===== config.mk =====
export PLATFORM = sky130hd
export DESIGN_NAME = sensor_frame_biphase_transmitter_flat
export DESIGN_NICKNAME = d
export VERILOG_FILES = /design/src/rtl/core/sfbt_pkg.sv /design/src/rtl/core/sfbt_if.sv /design/src/rtl/core/sfbt_frame_build.sv /design/src/rtl/core/sfbt_line_seq.sv /design/src/rtl/core/sensor_frame_biphase_transmitter.sv /design/src/flat_wrapper.sv
export SDC_FILE = /design/constraint.sdc
export NUM_CORES = 1
export LEC_CHECK = 0
export BUFFER_PORTS_ARGS = -buffer_cell sky130_fd_sc_hd__buf_2
export CELL_PAD_IN_SITES_DETAIL_PLACEMENT = 0
export CELL_PAD_IN_SITES_GLOBAL_PLACEMENT = 1
export CORE_MARGIN = 2
export CORE_UTILIZATION = 35
export DETAILED_ROUTE_END_ITERATION = 6
export PLACE_DENSITY = 0.68
export SLEW_MARGIN = 20
export SYNTH_ARGS = -nofsm -noshare
export SYNTH_HDL_FRONTEND = slang
export SYNTH_SLANG_ARGS = --single-unit

===== constraint.sdc =====
create_clock -name i_clk -period 6.69 [get_ports i_clk]
set_clock_uncertainty 0.2 [all_clocks]
set_input_delay 0.3345 -clock i_clk [delete_from_list [all_inputs] [get_ports i_clk]]
set_output_delay 0.3345 -clock i_clk [all_outputs]
set_load 0.01 [all_outputs]

===== src/rtl/core/sfbt_pkg.sv =====
`timescale 1ns / 1ps
// ----------------------------------------------------------------------------
// sfbt_pkg
// Shared types and constants of the sensor frame biphase transmitter.
// ----------------------------------------------------------------------------
package sfbt_pkg;

    // Item function codes
    localparam logic FUNC_LOAD = 1'b0;
    localparam logic FUNC_TICK = 1'b1;

    // Frame layout
    localparam int          FRAME_BITS   = 36;
    localparam logic [3:0]  SYNC_HEAD    = 4'b1100;
    localparam logic [2:0]  SYNC_MID     = 3'b110;
    localparam logic [15:0] TEMP_OFFSET  = 16'd6400;

    // Half-bit sequencing: 72 frame halves, 3 trailer halves, 2 hold halves
    localparam logic [6:0]  FRAME_HALVES = 7'd72;
    localparam logic [6:0]  SENT_HALVES  = 7'd75;
    localparam logic [6:0]  LAST_HOLD    = 7'd76;

    localparam logic [15:0] PERIOD_RESET = 16'd900;

    // id / 10 as (id * 205) >> 11, exact for 8-bit ids
    localparam logic [7:0]  DIV10_MUL    = 8'd205;
    localparam int          DIV10_SHIFT  = 11;

    typedef logic [FRAME_BITS-1:0] t_frame;

    typedef struct packed {
        logic        func;
        logic [7:0]  sensor_id;
        logic [6:0]  humidity;
        logic [15:0] temp_q7;
    } t_item;

    typedef struct packed {
        logic line_level;
        logic busy_res;
        logic frame_done;
    } t_result;

    // Per-beat control into the sequencer
    typedef struct packed {
        logic fire;
        logic func;
    } t_seq_step;

endpackage


===== src/rtl/core/sfbt_if.sv =====
`timescale 1ns / 1ps
// ----------------------------------------------------------------------------
// sfbt_in_if / sfbt_out_if
// Valid/ready channels for input items and result items.
// ----------------------------------------------------------------------------
interface sfbt_in_if;
    logic               valid;
    logic               ready;
    logic               func;
    logic        [7:0]  sensor_id;
    logic        [6:0]  humidity;
    logic signed [15:0] temp_q7;

    modport source (output valid, func, sensor_id, humidity, temp_q7, input ready);
    modport sink   (input valid, func, sensor_id, humidity, temp_q7, output ready);
endinterface

interface sfbt_out_if;
    logic valid;
    logic ready;
    logic line_level;
    logic busy_res;
    logic frame_done;

    modport source (output valid, line_level, busy_res, frame_done, input ready);
    modport sink   (input valid, line_level, busy_res, frame_done, output ready);
endinterface


===== src/rtl/core/sfbt_frame_build.sv =====
`timescale 1ns / 1ps
// ----------------------------------------------------------------------------
// sfbt_frame_build
// Assembles the 36-bit sensor frame with even parity from one reading.
// ----------------------------------------------------------------------------
module sfbt_frame_build (
    input  sfbt_pkg::t_item  i_item,
    output sfbt_pkg::t_frame o_frame
);
    import sfbt_pkg::*;

    logic [15:0] w_prod;
    logic [4:0]  w_tens;
    logic [7:0]  w_tens_x10;
    logic [3:0]  w_units;
    logic [1:0]  w_chan;
    logic [15:0] w_tsum;
    logic [FRAME_BITS-2:0] w_body;

    // tens digit by reciprocal multiply, units by subtract
    assign w_prod     = 16'(i_item.sensor_id) * 16'(DIV10_MUL);
    assign w_tens     = w_prod[15:DIV10_SHIFT];
    assign w_tens_x10 = 8'(w_tens) * 8'd10;
    assign w_units    = 4'(i_item.sensor_id - w_tens_x10);
    assign w_chan     = w_units[1:0] + 2'd3;   // (units - 1) mod 4

    assign w_tsum = i_item.temp_q7 + TEMP_OFFSET;

    assign w_body  = {SYNC_HEAD, w_tens[3:0], w_chan, SYNC_MID,
                      i_item.humidity, w_tsum[14:0]};
    assign o_frame = {w_body, ^w_body};

endmodule


===== src/rtl/core/sfbt_line_seq.sv =====
`timescale 1ns / 1ps
// ----------------------------------------------------------------------------
// sfbt_line_seq
// Half-bit timer, biphase mark coder and frame/trailer/hold sequencing.
// ----------------------------------------------------------------------------
module sfbt_line_seq (
    input  logic              i_clk,
    input  logic              i_rst_n,
    input  sfbt_pkg::t_seq_step i_step,
    input  sfbt_pkg::t_frame  i_frame,
    input  logic [15:0]       i_half_period,
    output sfbt_pkg::t_result o_res_next
);
    import sfbt_pkg::*;

    t_frame      r_frame,    n_frame;
    logic [6:0]  r_idx,      n_idx;
    logic [15:0] r_tick_cnt, n_tick_cnt;
    logic        r_level,    n_level;
    logic        r_sending,  n_sending;
    logic        w_done;

    logic        w_tick_wrap;
    logic [5:0]  w_bit_pos;
    logic        w_cur_bit;

    assign w_tick_wrap = ({1'b0, r_tick_cnt} + 17'd1) >= {1'b0, i_half_period};
    assign w_bit_pos   = 6'(FRAME_BITS - 1) - r_idx[6:1];
    // trailer halves read as zero bits
    assign w_cur_bit   = (r_idx < FRAME_HALVES) ? r_frame[w_bit_pos] : 1'b0;

    always_comb begin
        n_frame    = r_frame;
        n_idx      = r_idx;
        n_tick_cnt = r_tick_cnt;
        n_level    = r_level;
        n_sending  = r_sending;
        w_done     = 1'b0;
        if (i_step.fire) begin
            if (i_step.func == FUNC_LOAD) begin
                if (!r_sending) begin
                    n_frame    = i_frame;
                    n_idx      = '0;
                    n_tick_cnt = '0;
                    n_sending  = 1'b1;
                end
            end else if (r_sending) begin
                if (w_tick_wrap) begin
                    n_tick_cnt = '0;
                    if (r_idx < SENT_HALVES) begin
                        // toggle at bit start, and mid-bit for a one
                        if (w_cur_bit || !r_idx[0]) begin
                            n_level = !r_level;
                        end
                        n_idx = r_idx + 7'd1;
                    end else if (r_idx < LAST_HOLD) begin
                        n_idx = r_idx + 7'd1;
                    end else begin
                        n_level   = 1'b0;
                        n_sending = 1'b0;
                        n_idx     = '0;
                        w_done    = 1'b1;
                    end
                end else begin
                    n_tick_cnt = r_tick_cnt + 16'd1;
                end
            end
        end
    end

    assign o_res_next.line_level = n_level;
    assign o_res_next.busy_res   = n_sending;
    assign o_res_next.frame_done = w_done;

    always_ff @(posedge i_clk) begin
        r_frame <= n_frame;
        if (!i_rst_n) begin
            r_idx      <= '0;
            r_tick_cnt <= '0;
            r_level    <= 1'b0;
            r_sending  <= 1'b0;
        end else begin
            r_idx      <= n_idx;
            r_tick_cnt <= n_tick_cnt;
            r_level    <= n_level;
            r_sending  <= n_sending;
        end
    end

    // Idle means line low with counters parked
    a_idle_parked: assert property (@(posedge i_clk) disable iff (!i_rst_n)
        !r_sending |-> (!r_level && r_idx == '0 && r_tick_cnt == '0))
        else $error("idle with live sequencer state");

    a_idx_bound: assert property (@(posedge i_clk) disable iff (!i_rst_n)
        r_idx <= LAST_HOLD)
        else $error("half-bit index past end of hold");

    a_done_ends: assert property (@(posedge i_clk) disable iff (!i_rst_n)
        w_done |=> (!r_sending && !r_level))
        else $error("frame done without returning to idle");

    a_done_from_hold: assert property (@(posedge i_clk) disable iff (!i_rst_n)
        w_done |-> (r_sending && r_idx == LAST_HOLD && i_step.func == FUNC_TICK))
        else $error("frame done outside final hold half-bit");

endmodule


===== src/rtl/core/sensor_frame_biphase_transmitter.sv =====
`timescale 1ns / 1ps
// ----------------------------------------------------------------------------
// sensor_frame_biphase_transmitter
// Sensor frame builder and biphase mark line coder, one result per beat.
// ----------------------------------------------------------------------------
// Usage:
//   i_item carries input beats. func = load builds a 36-bit frame from
//   sensor_id / humidity / temp_q7 and starts sending; func = tick is one
//   microsecond of timebase. Loads arriving while busy are dropped (the
//   beat still yields a result). Every input beat yields exactly one
//   result beat on o_result: line level after that beat, busy flag, and
//   frame_done on the beat where the line returns low after the hold.
//   i_cfg_wr_en / i_cfg_wr_data write the half-bit period in ticks
//   (reset 900); write only while idle.
// Pipeline and throughput:
//   An input beat lands in the input register; when it advances, the
//   sequencer state and the result register are written from it. One
//   beat per cycle sustained while o_result is ready; the per-beat path
//   is the frame build (8x8 multiply, parity) into the sequencer update.
// Stall / reset:
//   When o_result is stalled the result and input registers hold and
//   i_item.ready drops once both are full; nothing is lost. Reset is
//   synchronous active low: line low, idle, period back to 900.
// ----------------------------------------------------------------------------
module sensor_frame_biphase_transmitter (
    input  logic        i_clk,
    input  logic        i_rst_n,
    sfbt_in_if.sink     i_item,
    sfbt_out_if.source  o_result,
    input  logic        i_cfg_wr_en,
    input  logic [15:0] i_cfg_wr_data
);
    import sfbt_pkg::*;

    // Input register stage
    t_item   r_in;
    logic    r_in_valid;
    // Result register stage
    t_result r_out;
    logic    r_out_valid;
    // Half-bit period register
    logic [15:0] r_half_period;

    logic      w_in_fire;
    logic      w_advance;
    t_item     w_item;
    t_frame    w_frame;
    t_seq_step w_step;
    t_result   w_res_next;

    // Move the held beat forward when the result slot frees up
    assign w_advance    = r_in_valid && (!r_out_valid || o_result.ready);
    assign i_item.ready = !r_in_valid || w_advance;
    assign w_in_fire    = i_item.valid && i_item.ready;

    assign w_item.func      = i_item.func;
    assign w_item.sensor_id = i_item.sensor_id;
    assign w_item.humidity  = i_item.humidity;
    assign w_item.temp_q7   = i_item.temp_q7;

    always_ff @(posedge i_clk) begin
        if (w_in_fire) begin
            r_in <= w_item;
        end
        if (w_advance) begin
            r_out <= w_res_next;
        end
        if (!i_rst_n) begin
            r_in_valid    <= 1'b0;
            r_out_valid   <= 1'b0;
            r_half_period <= PERIOD_RESET;
        end else begin
            if (w_in_fire) begin
                r_in_valid <= 1'b1;
            end else if (w_advance) begin
                r_in_valid <= 1'b0;
            end
            if (w_advance) begin
                r_out_valid <= 1'b1;
            end else if (o_result.ready) begin
                r_out_valid <= 1'b0;
            end
            if (i_cfg_wr_en) begin
                r_half_period <= i_cfg_wr_data;
            end
        end
    end

    sfbt_frame_build u_frame_build (
        .i_item  (r_in),
        .o_frame (w_frame)
    );

    assign w_step.fire = w_advance;
    assign w_step.func = r_in.func;

    sfbt_line_seq u_line_seq (
        .i_clk         (i_clk),
        .i_rst_n       (i_rst_n),
        .i_step        (w_step),
        .i_frame       (w_frame),
        .i_half_period (r_half_period),
        .o_res_next    (w_res_next)
    );

    assign o_result.valid      = r_out_valid;
    assign o_result.line_level = r_out.line_level;
    assign o_result.busy_res   = r_out.busy_res;
    assign o_result.frame_done = r_out.frame_done;

endmodule

===== src/flat_wrapper.sv =====
// flat-port wrapper written by rule: the top's interface ports become plain ports
module sensor_frame_biphase_transmitter_flat import sfbt_pkg::*;
  (i_clk, i_rst_n, i_cfg_wr_en, i_cfg_wr_data, i_item_valid, i_item_func, i_item_sensor_id, i_item_humidity, i_item_temp_q7, i_item_ready, o_result_valid, o_result_line_level, o_result_busy_res, o_result_frame_done, o_result_ready);
  sfbt_in_if i_item_i ();
  sfbt_out_if o_result_i ();
  input  logic i_clk;
  input  logic i_rst_n;
  input  logic i_cfg_wr_en;
  input  logic [15:0] i_cfg_wr_data;
  input wire logic [$bits(i_item_i.valid)-1:0] i_item_valid;
  input wire logic [$bits(i_item_i.func)-1:0] i_item_func;
  input wire logic [$bits(i_item_i.sensor_id)-1:0] i_item_sensor_id;
  input wire logic [$bits(i_item_i.humidity)-1:0] i_item_humidity;
  input wire logic [$bits(i_item_i.temp_q7)-1:0] i_item_temp_q7;
  output wire logic [$bits(i_item_i.ready)-1:0] i_item_ready;
  output wire logic [$bits(o_result_i.valid)-1:0] o_result_valid;
  output wire logic [$bits(o_result_i.line_level)-1:0] o_result_line_level;
  output wire logic [$bits(o_result_i.busy_res)-1:0] o_result_busy_res;
  output wire logic [$bits(o_result_i.frame_done)-1:0] o_result_frame_done;
  input wire logic [$bits(o_result_i.ready)-1:0] o_result_ready;
  assign i_item_i.valid = i_item_valid;
  assign i_item_i.func = i_item_func;
  assign i_item_i.sensor_id = i_item_sensor_id;
  assign i_item_i.humidity = i_item_humidity;
  assign i_item_i.temp_q7 = i_item_temp_q7;
  assign i_item_ready = i_item_i.ready;
  assign o_result_valid = o_result_i.valid;
  assign o_result_line_level = o_result_i.line_level;
  assign o_result_busy_res = o_result_i.busy_res;
  assign o_result_frame_done = o_result_i.frame_done;
  assign o_result_i.ready = o_result_ready;
  sensor_frame_biphase_transmitter u_core (.i_clk(i_clk), .i_rst_n(i_rst_n), .i_item(i_item_i), .o_result(o_result_i), .i_cfg_wr_en(i_cfg_wr_en), .i_cfg_wr_data(i_cfg_wr_data));
endmodule

**Word-level counts from Yosys, hierarchy flattened**

Index checks and enable logic that the tools add are counted.

- Output and inout port bits: 5
- Bits of input ports: 53
- Word-level logic and storage cells: 82
- Bits in registers: 106

- Bitwise logic cells: 3
- Reduce and logical (&&, ||, !) cells: 16
- Add/subtract/negate cells: 7
- Mux-type cells: 31
- Equality and inequality tests: 3
- Multiply operators: 2
- Magnitude comparators: 5

Operators by type and width:

| kind | number |
|---|---|
| 16-bit 2-to-1 mux | 4 |
| 7-bit 2-to-1 mux | 6 |
| 35-bit XOR reduction | 1 |
| 7-bit less-than comparator (second input constant) | 3 |
| 1-bit 2-to-1 mux | 20 |
| 16-bit by 1-bit adder with 17-bit output (second input constant) | 1 |
| 17-bit by 16-bit >= comparator with 1-bit output | 1 |
| 16-bit by 1-bit adder with 16-bit output (second input constant) | 1 |
| 8-bit by 8-bit multiplier with 16-bit output (second input constant) | 1 |
| 15-bit by 13-bit adder with 15-bit output (second input constant) | 1 |
| 7-bit by 1-bit adder with 7-bit output (second input constant) | 1 |
| 6-bit by 7-bit less-than comparator with 1-bit output (second input constant) | 1 |
| 1-bit binary-select mux with 6-bit select | 1 |
| 3-bit AND reduction | 2 |
| 6-bit subtractor (first input constant) | 1 |
| 5-bit by 3-bit multiplier with 1-bit output (second input constant) | 1 |
| 1-bit logical NOT | 4 |
| 2-bit inequality test (second input constant) | 2 |
| 4-bit AND reduction | 1 |
| 2-bit nonzero test | 2 |
| 4-bit OR reduction | 1 |
| 1-bit logical OR | 3 |
| 1-bit NOT | 3 |
| 2-bit adder (second input constant) | 1 |
| 3 further kinds | 4 |

**Longest topological paths before layout**

- Word-level depth: 11
- Gate-level depth with buffers: 15

**By module**

A second synthesis with hierarchy kept.

- Cell total of the unflattened synthesis: 612
- Area total of the unflattened synthesis: 6881.6 µm²

By module, submodules not included:

| module | area an instance (µm²) | sequential area each (µm²) | times used | cells an instance |
|---|---|---|---|---|
| sfbt_line_seq | 3554.7 | 1581.5 | 1 | 338 |
| sensor_frame_biphase_transmitter | 1741.7 | 1411.4 | 1 | 95 |
| sfbt_frame_build | 1585.3 | 0.0 | 1 | 179 |

**Least setup slack after synthesis**

Ideal clock, no wire load.

- Path type: register to register
- Start: reg u_core.r_in[24] (netlist name)
- End: reg u_core.u_line_seq.r_frame[0] (data pin)
- Setup slack: 2.341 ns
- Required time: 6.226 ns
- Data arrival time: 3.886 ns
- Library setup time: 0.264 ns
- Cell stages (with the launch flop): 16
- Path through: edfxtp_1 ha_1 xor2_1 ha_1 fa_1 inv_1 fa_1 inv_1 ha_1 a21o_1 a21o_1 a221oi_1 xnor2_1 a2111oi_1 a211oi_1 xnor2_1

- Elaborated cells on any way between the ends: 5

RTL lines:

| item | line | source |
|---|---|---|
| from (decl) | sensor_frame_biphase_transmitter.sv:36 | `t_item r_in;` |
| from (signal assigned) | sensor_frame_biphase_transmitter.sv:63 | `r_in <= w_item;` |
| 8-bit by 8-bit multiplier with 16-bit output | sfbt_frame_build.sv:21 | `assign w_prod = 16'(i_item.sensor_id) * 16'(DIV10_MUL);` |
| via u_core.u_frame_build.o_frame[29] | sfbt_frame_build.sv:8 | `output sfbt_pkg::t_frame o_frame` |
| 35-bit XOR reduction | sfbt_frame_build.sv:31 | `assign o_frame = {w_body, ^w_body};` |
| via u_core.u_frame_build.o_frame[0] | sfbt_frame_build.sv:8 |  |
| to (signal assigned) | sfbt_line_seq.sv:76 | `r_frame <= n_frame;` |
| to (decl) | sfbt_line_seq.sv:16 | `t_frame r_frame, n_frame;` |

The timed path passes the listed nets, and every way through them passes these cells.
A chain may end at the register's enable or synchronous reset.

**Worst setup path after layout**

- Start: reg u_core.r_in[23] (netlist name)
- End: reg u_core.u_line_seq.r_frame[0] (data pin)

The elaborated chain is that of the path after synthesis.

==> summary.txt <==
global route hottest layer - met2
min-delay worst type - in -> reg
relative slew slack - 52.4%
number of synthesized flops with an enable pin - 63
r2r startpoint - u_core.r_in[23]$_DFFE_PP_
HP Start - i_cfg_wr_data[0]
Final Power - 1760 uW
top-area cell type share of the netlist area - 30.8%
Power Density - 240 nW/um2
WL per Instance - 14.1 um
Synth Net Count - 682
Placer Congestion - 0.774
die area - 18,600 um2
pin count of the biggest net entering global routing - 39
chip width - 137 um
most used cell, CP - ha_1
routed vias/inst - 4.89
Ant. Diodes - 0
Worst Path Arrival - 4.75 ns
FP Rows - 48
Tot GR Track Use - 14.2%
Worst Path Required - 6.58 ns
crit path kind - reg -> reg
Critical Path Start - u_core.r_in[23]$_DFFE_PP_
asr flop ratio synth - 0%
# DRC - 0
cts bufs inserted - 9
met2 Use GR - 26.1%
Max Fclk - 206 MHz
nature of the critical path endpoint - flip-flop
top_reg_cell synth - edfxtp_1
vias post-DR - 4,248
startpoint types - flip-flop
CTS Root Cell - clkbuf_16
share of layout cells above drive strength 1 - 14.1%
top post-synthesis cells by count - ha_1 (66), edfxtp_1 (63), inv_1 (51)
dpl hpwl - 9030 um
Cell variety after synth - 66
Final Cycle Share - 72.6%
Buf+Inv Stages, Crit Path - 2
final core utilization - 42.5%
drt first pass iters - 4
R2R setup slack - 1.83 ns
synthesis-to-finish area growth - 19.3%
clk slew on worst S/H paths - 0.08 ns
global route total overflow - 0
GR met3 Demand/Resource - 2.89%
Clk Latency, worst-skew pair - 0.35 ns
number of setup buffers added after CTS - 0
critical path's slowest cell - fa_1
Mean Syn Cell Area - 11.1 um2
status - finished, final reports clean
leading cell types by total area after synthesis - edfxtp_1 (31%), dfxtp_1 (14%), ha_1 (13%)
TritonCTS sink count - 106
Seq/Total Area, Yosys - 44.8%
Final #Nets - 768
# fillers - 1,605
CP max stage delay - 0.56 ns
met1 usage in global routing - 16.7%
number of buffers added on ports - 56
initial core utilization - 35.6%
CTS tree - yes
Syn Inst Count - 553
crit-path cells - ha_1 -> ha_1 -> inv_1 -> fa_1 -> fa_1 -> inv_1 -> ha_1 -> nand4_1 -> o221ai_1 -> a221oi_1 -> xnor2_1 -> a2111oi_1 -> a211oi_1 -> xnor2_1
Final min period - 4.86 ns
synthesized flop and latch total - 106
RSZ-0062 raised after global routing - no
fin. max-slew vios - 0
yosys warns - 0
WL final - 12,200 um
mapped cell area - 6140 um2
Worst VDD drop - 0.000124 V
H-tree depth - 3
1st-iter DRT viols - 141
total core area - 17,200 um2
Antenna Nets Post-Route - 0
Worst-Margin Slew - 0.713 ns
first-pass GRT wire length - 20,800 um
CTS Buffer Depth - 2
Yosys top cell by area - edfxtp_1
initial antenna violation count - 0
maxcap violations - 0
most frequent cell after synthesis - ha_1
Ports - 58
Setup violations, final - 0
leakage power - 0.00305 uW
CP delay by family, top - adder cells
vias in the first global route - 4,394
crit path max fanout - 6
Die Span Y - 137 um
final hold violation count - 0
setup tns final - 0 ns
-- registers in the layout, indices dropped and copies added, names as in the netlist --
signal / flops
u_core.o_result.busy_res: 1
u_core.o_result.frame_done: 1
u_core.o_result.line_level: 1
u_core.o_result.valid: 1
u_core.r_half_period: 16
u_core.r_in: 31
u_core.r_in_valid: 1
u_core.u_line_seq.r_frame: 29
u_core.u_line_seq.r_idx: 7
u_core.u_line_seq.r_level: 1
u_core.u_line_seq.r_sending: 1
u_core.u_line_seq.r_tick_cnt: 16
-- final timing paths --
check	endpoint	depth (start not counted)
worst max register to register	u_core.u_line_seq.r_frame[0]$_DFFE_PP_	14
worst min register to register	u_core.u_line_seq.r_frame[6]$_DFFE_PP_	0
worst min-delay path	u_core.r_half_period[0]$_SDFFE_PN0P_	3
worst max-delay path	u_core.u_line_seq.r_frame[0]$_DFFE_PP_	14
-- worst min-delay path, cell delays in order --
cell and delay, ns:
buf_2 0.07, mux2i_1 0.05, nor2_1 0.07
-- final cells by class --
type | instances | area [um2] | share of cell area, %
well taps | 225 | 282 | 3.84
multi-input cells | 377 | 3120 | 42.5
repair buffers | 94 | 651 | 8.88
clock inverters | 7 | 111 | 1.52
clock buffers | 9 | 225 | 3.07
inverters | 51 | 191 | 2.61
flip-flops and latches | 106 | 2750 | 37.5
-- stage by stage --
stage | area, um2 | instances | setup WS (ns) | hold WS [ns]
after global routing | 7330 | 869 | 1.51 | 0.0297
after CTS | 7330 | 869 | 1.85 | 0.00166
final | 7330 | 869 | 1.83 | 0.0231
after global placement | 6650 | 819 | 2.01 | 0.259
after detailed placement | 6650 | 819 | 1.88 | 0.259
after floorplan | 6140 | 553 | 2.34 | 0.233
-- cells in the final DEF (no fill, tap or decap), types with 15 or more instances in the layout --
cell type,instances
a21oi_1,31
buf_2,56
dfxtp_1,43
dlygate4sd3_1,34
edfxtp_1,63
ha_1,66
inv_1,51
nand2_1,37
nand3_1,27
nor2_1,32
xnor2_1,39
xor2_1,15
-- metal layers --
metal  share of wire (%)  wire length (um)  vias up
li1                    -                 -     2145
met1                  44              5410     2026
met2                  52              6380       70
met3                 2.9               361        7
met4                0.82               101        0
met5                   0                 0        -
-- where the power goes --
group | total [uW] | internal [uW] | switching, uW
clock | 595 | 339 | 256
sequential | 756 | 739 | 17.0
combinational | 410 | 195 | 215
total | 1760 | 1270 | 489
-- kinds of logic (layout without fill, tap and decap cells) --
family | Yosys count | count (layout) | synth area share (%)
AO/OA/AOI/OAI | 90 | 90 | 10.7
XOR/XNOR | 55 | 55 | 8.06
adder cells (fa/ha/maj) | 77 | 77 | 16.9
buffers and inverters | 70 | 161 | 4.58
flip-flops | 106 | 106 | 44.8
multiplexers | 21 | 21 | 4.54
AND/OR/NAND/NOR | 134 | 134 | 10.5
-- what timing repair did --
item,CTS,global route
resized for setup,0,0
hold buffers,34,0
endpoints found under the hold margin,34,0
Note: power is estimated with default switching activity, not from simulation.
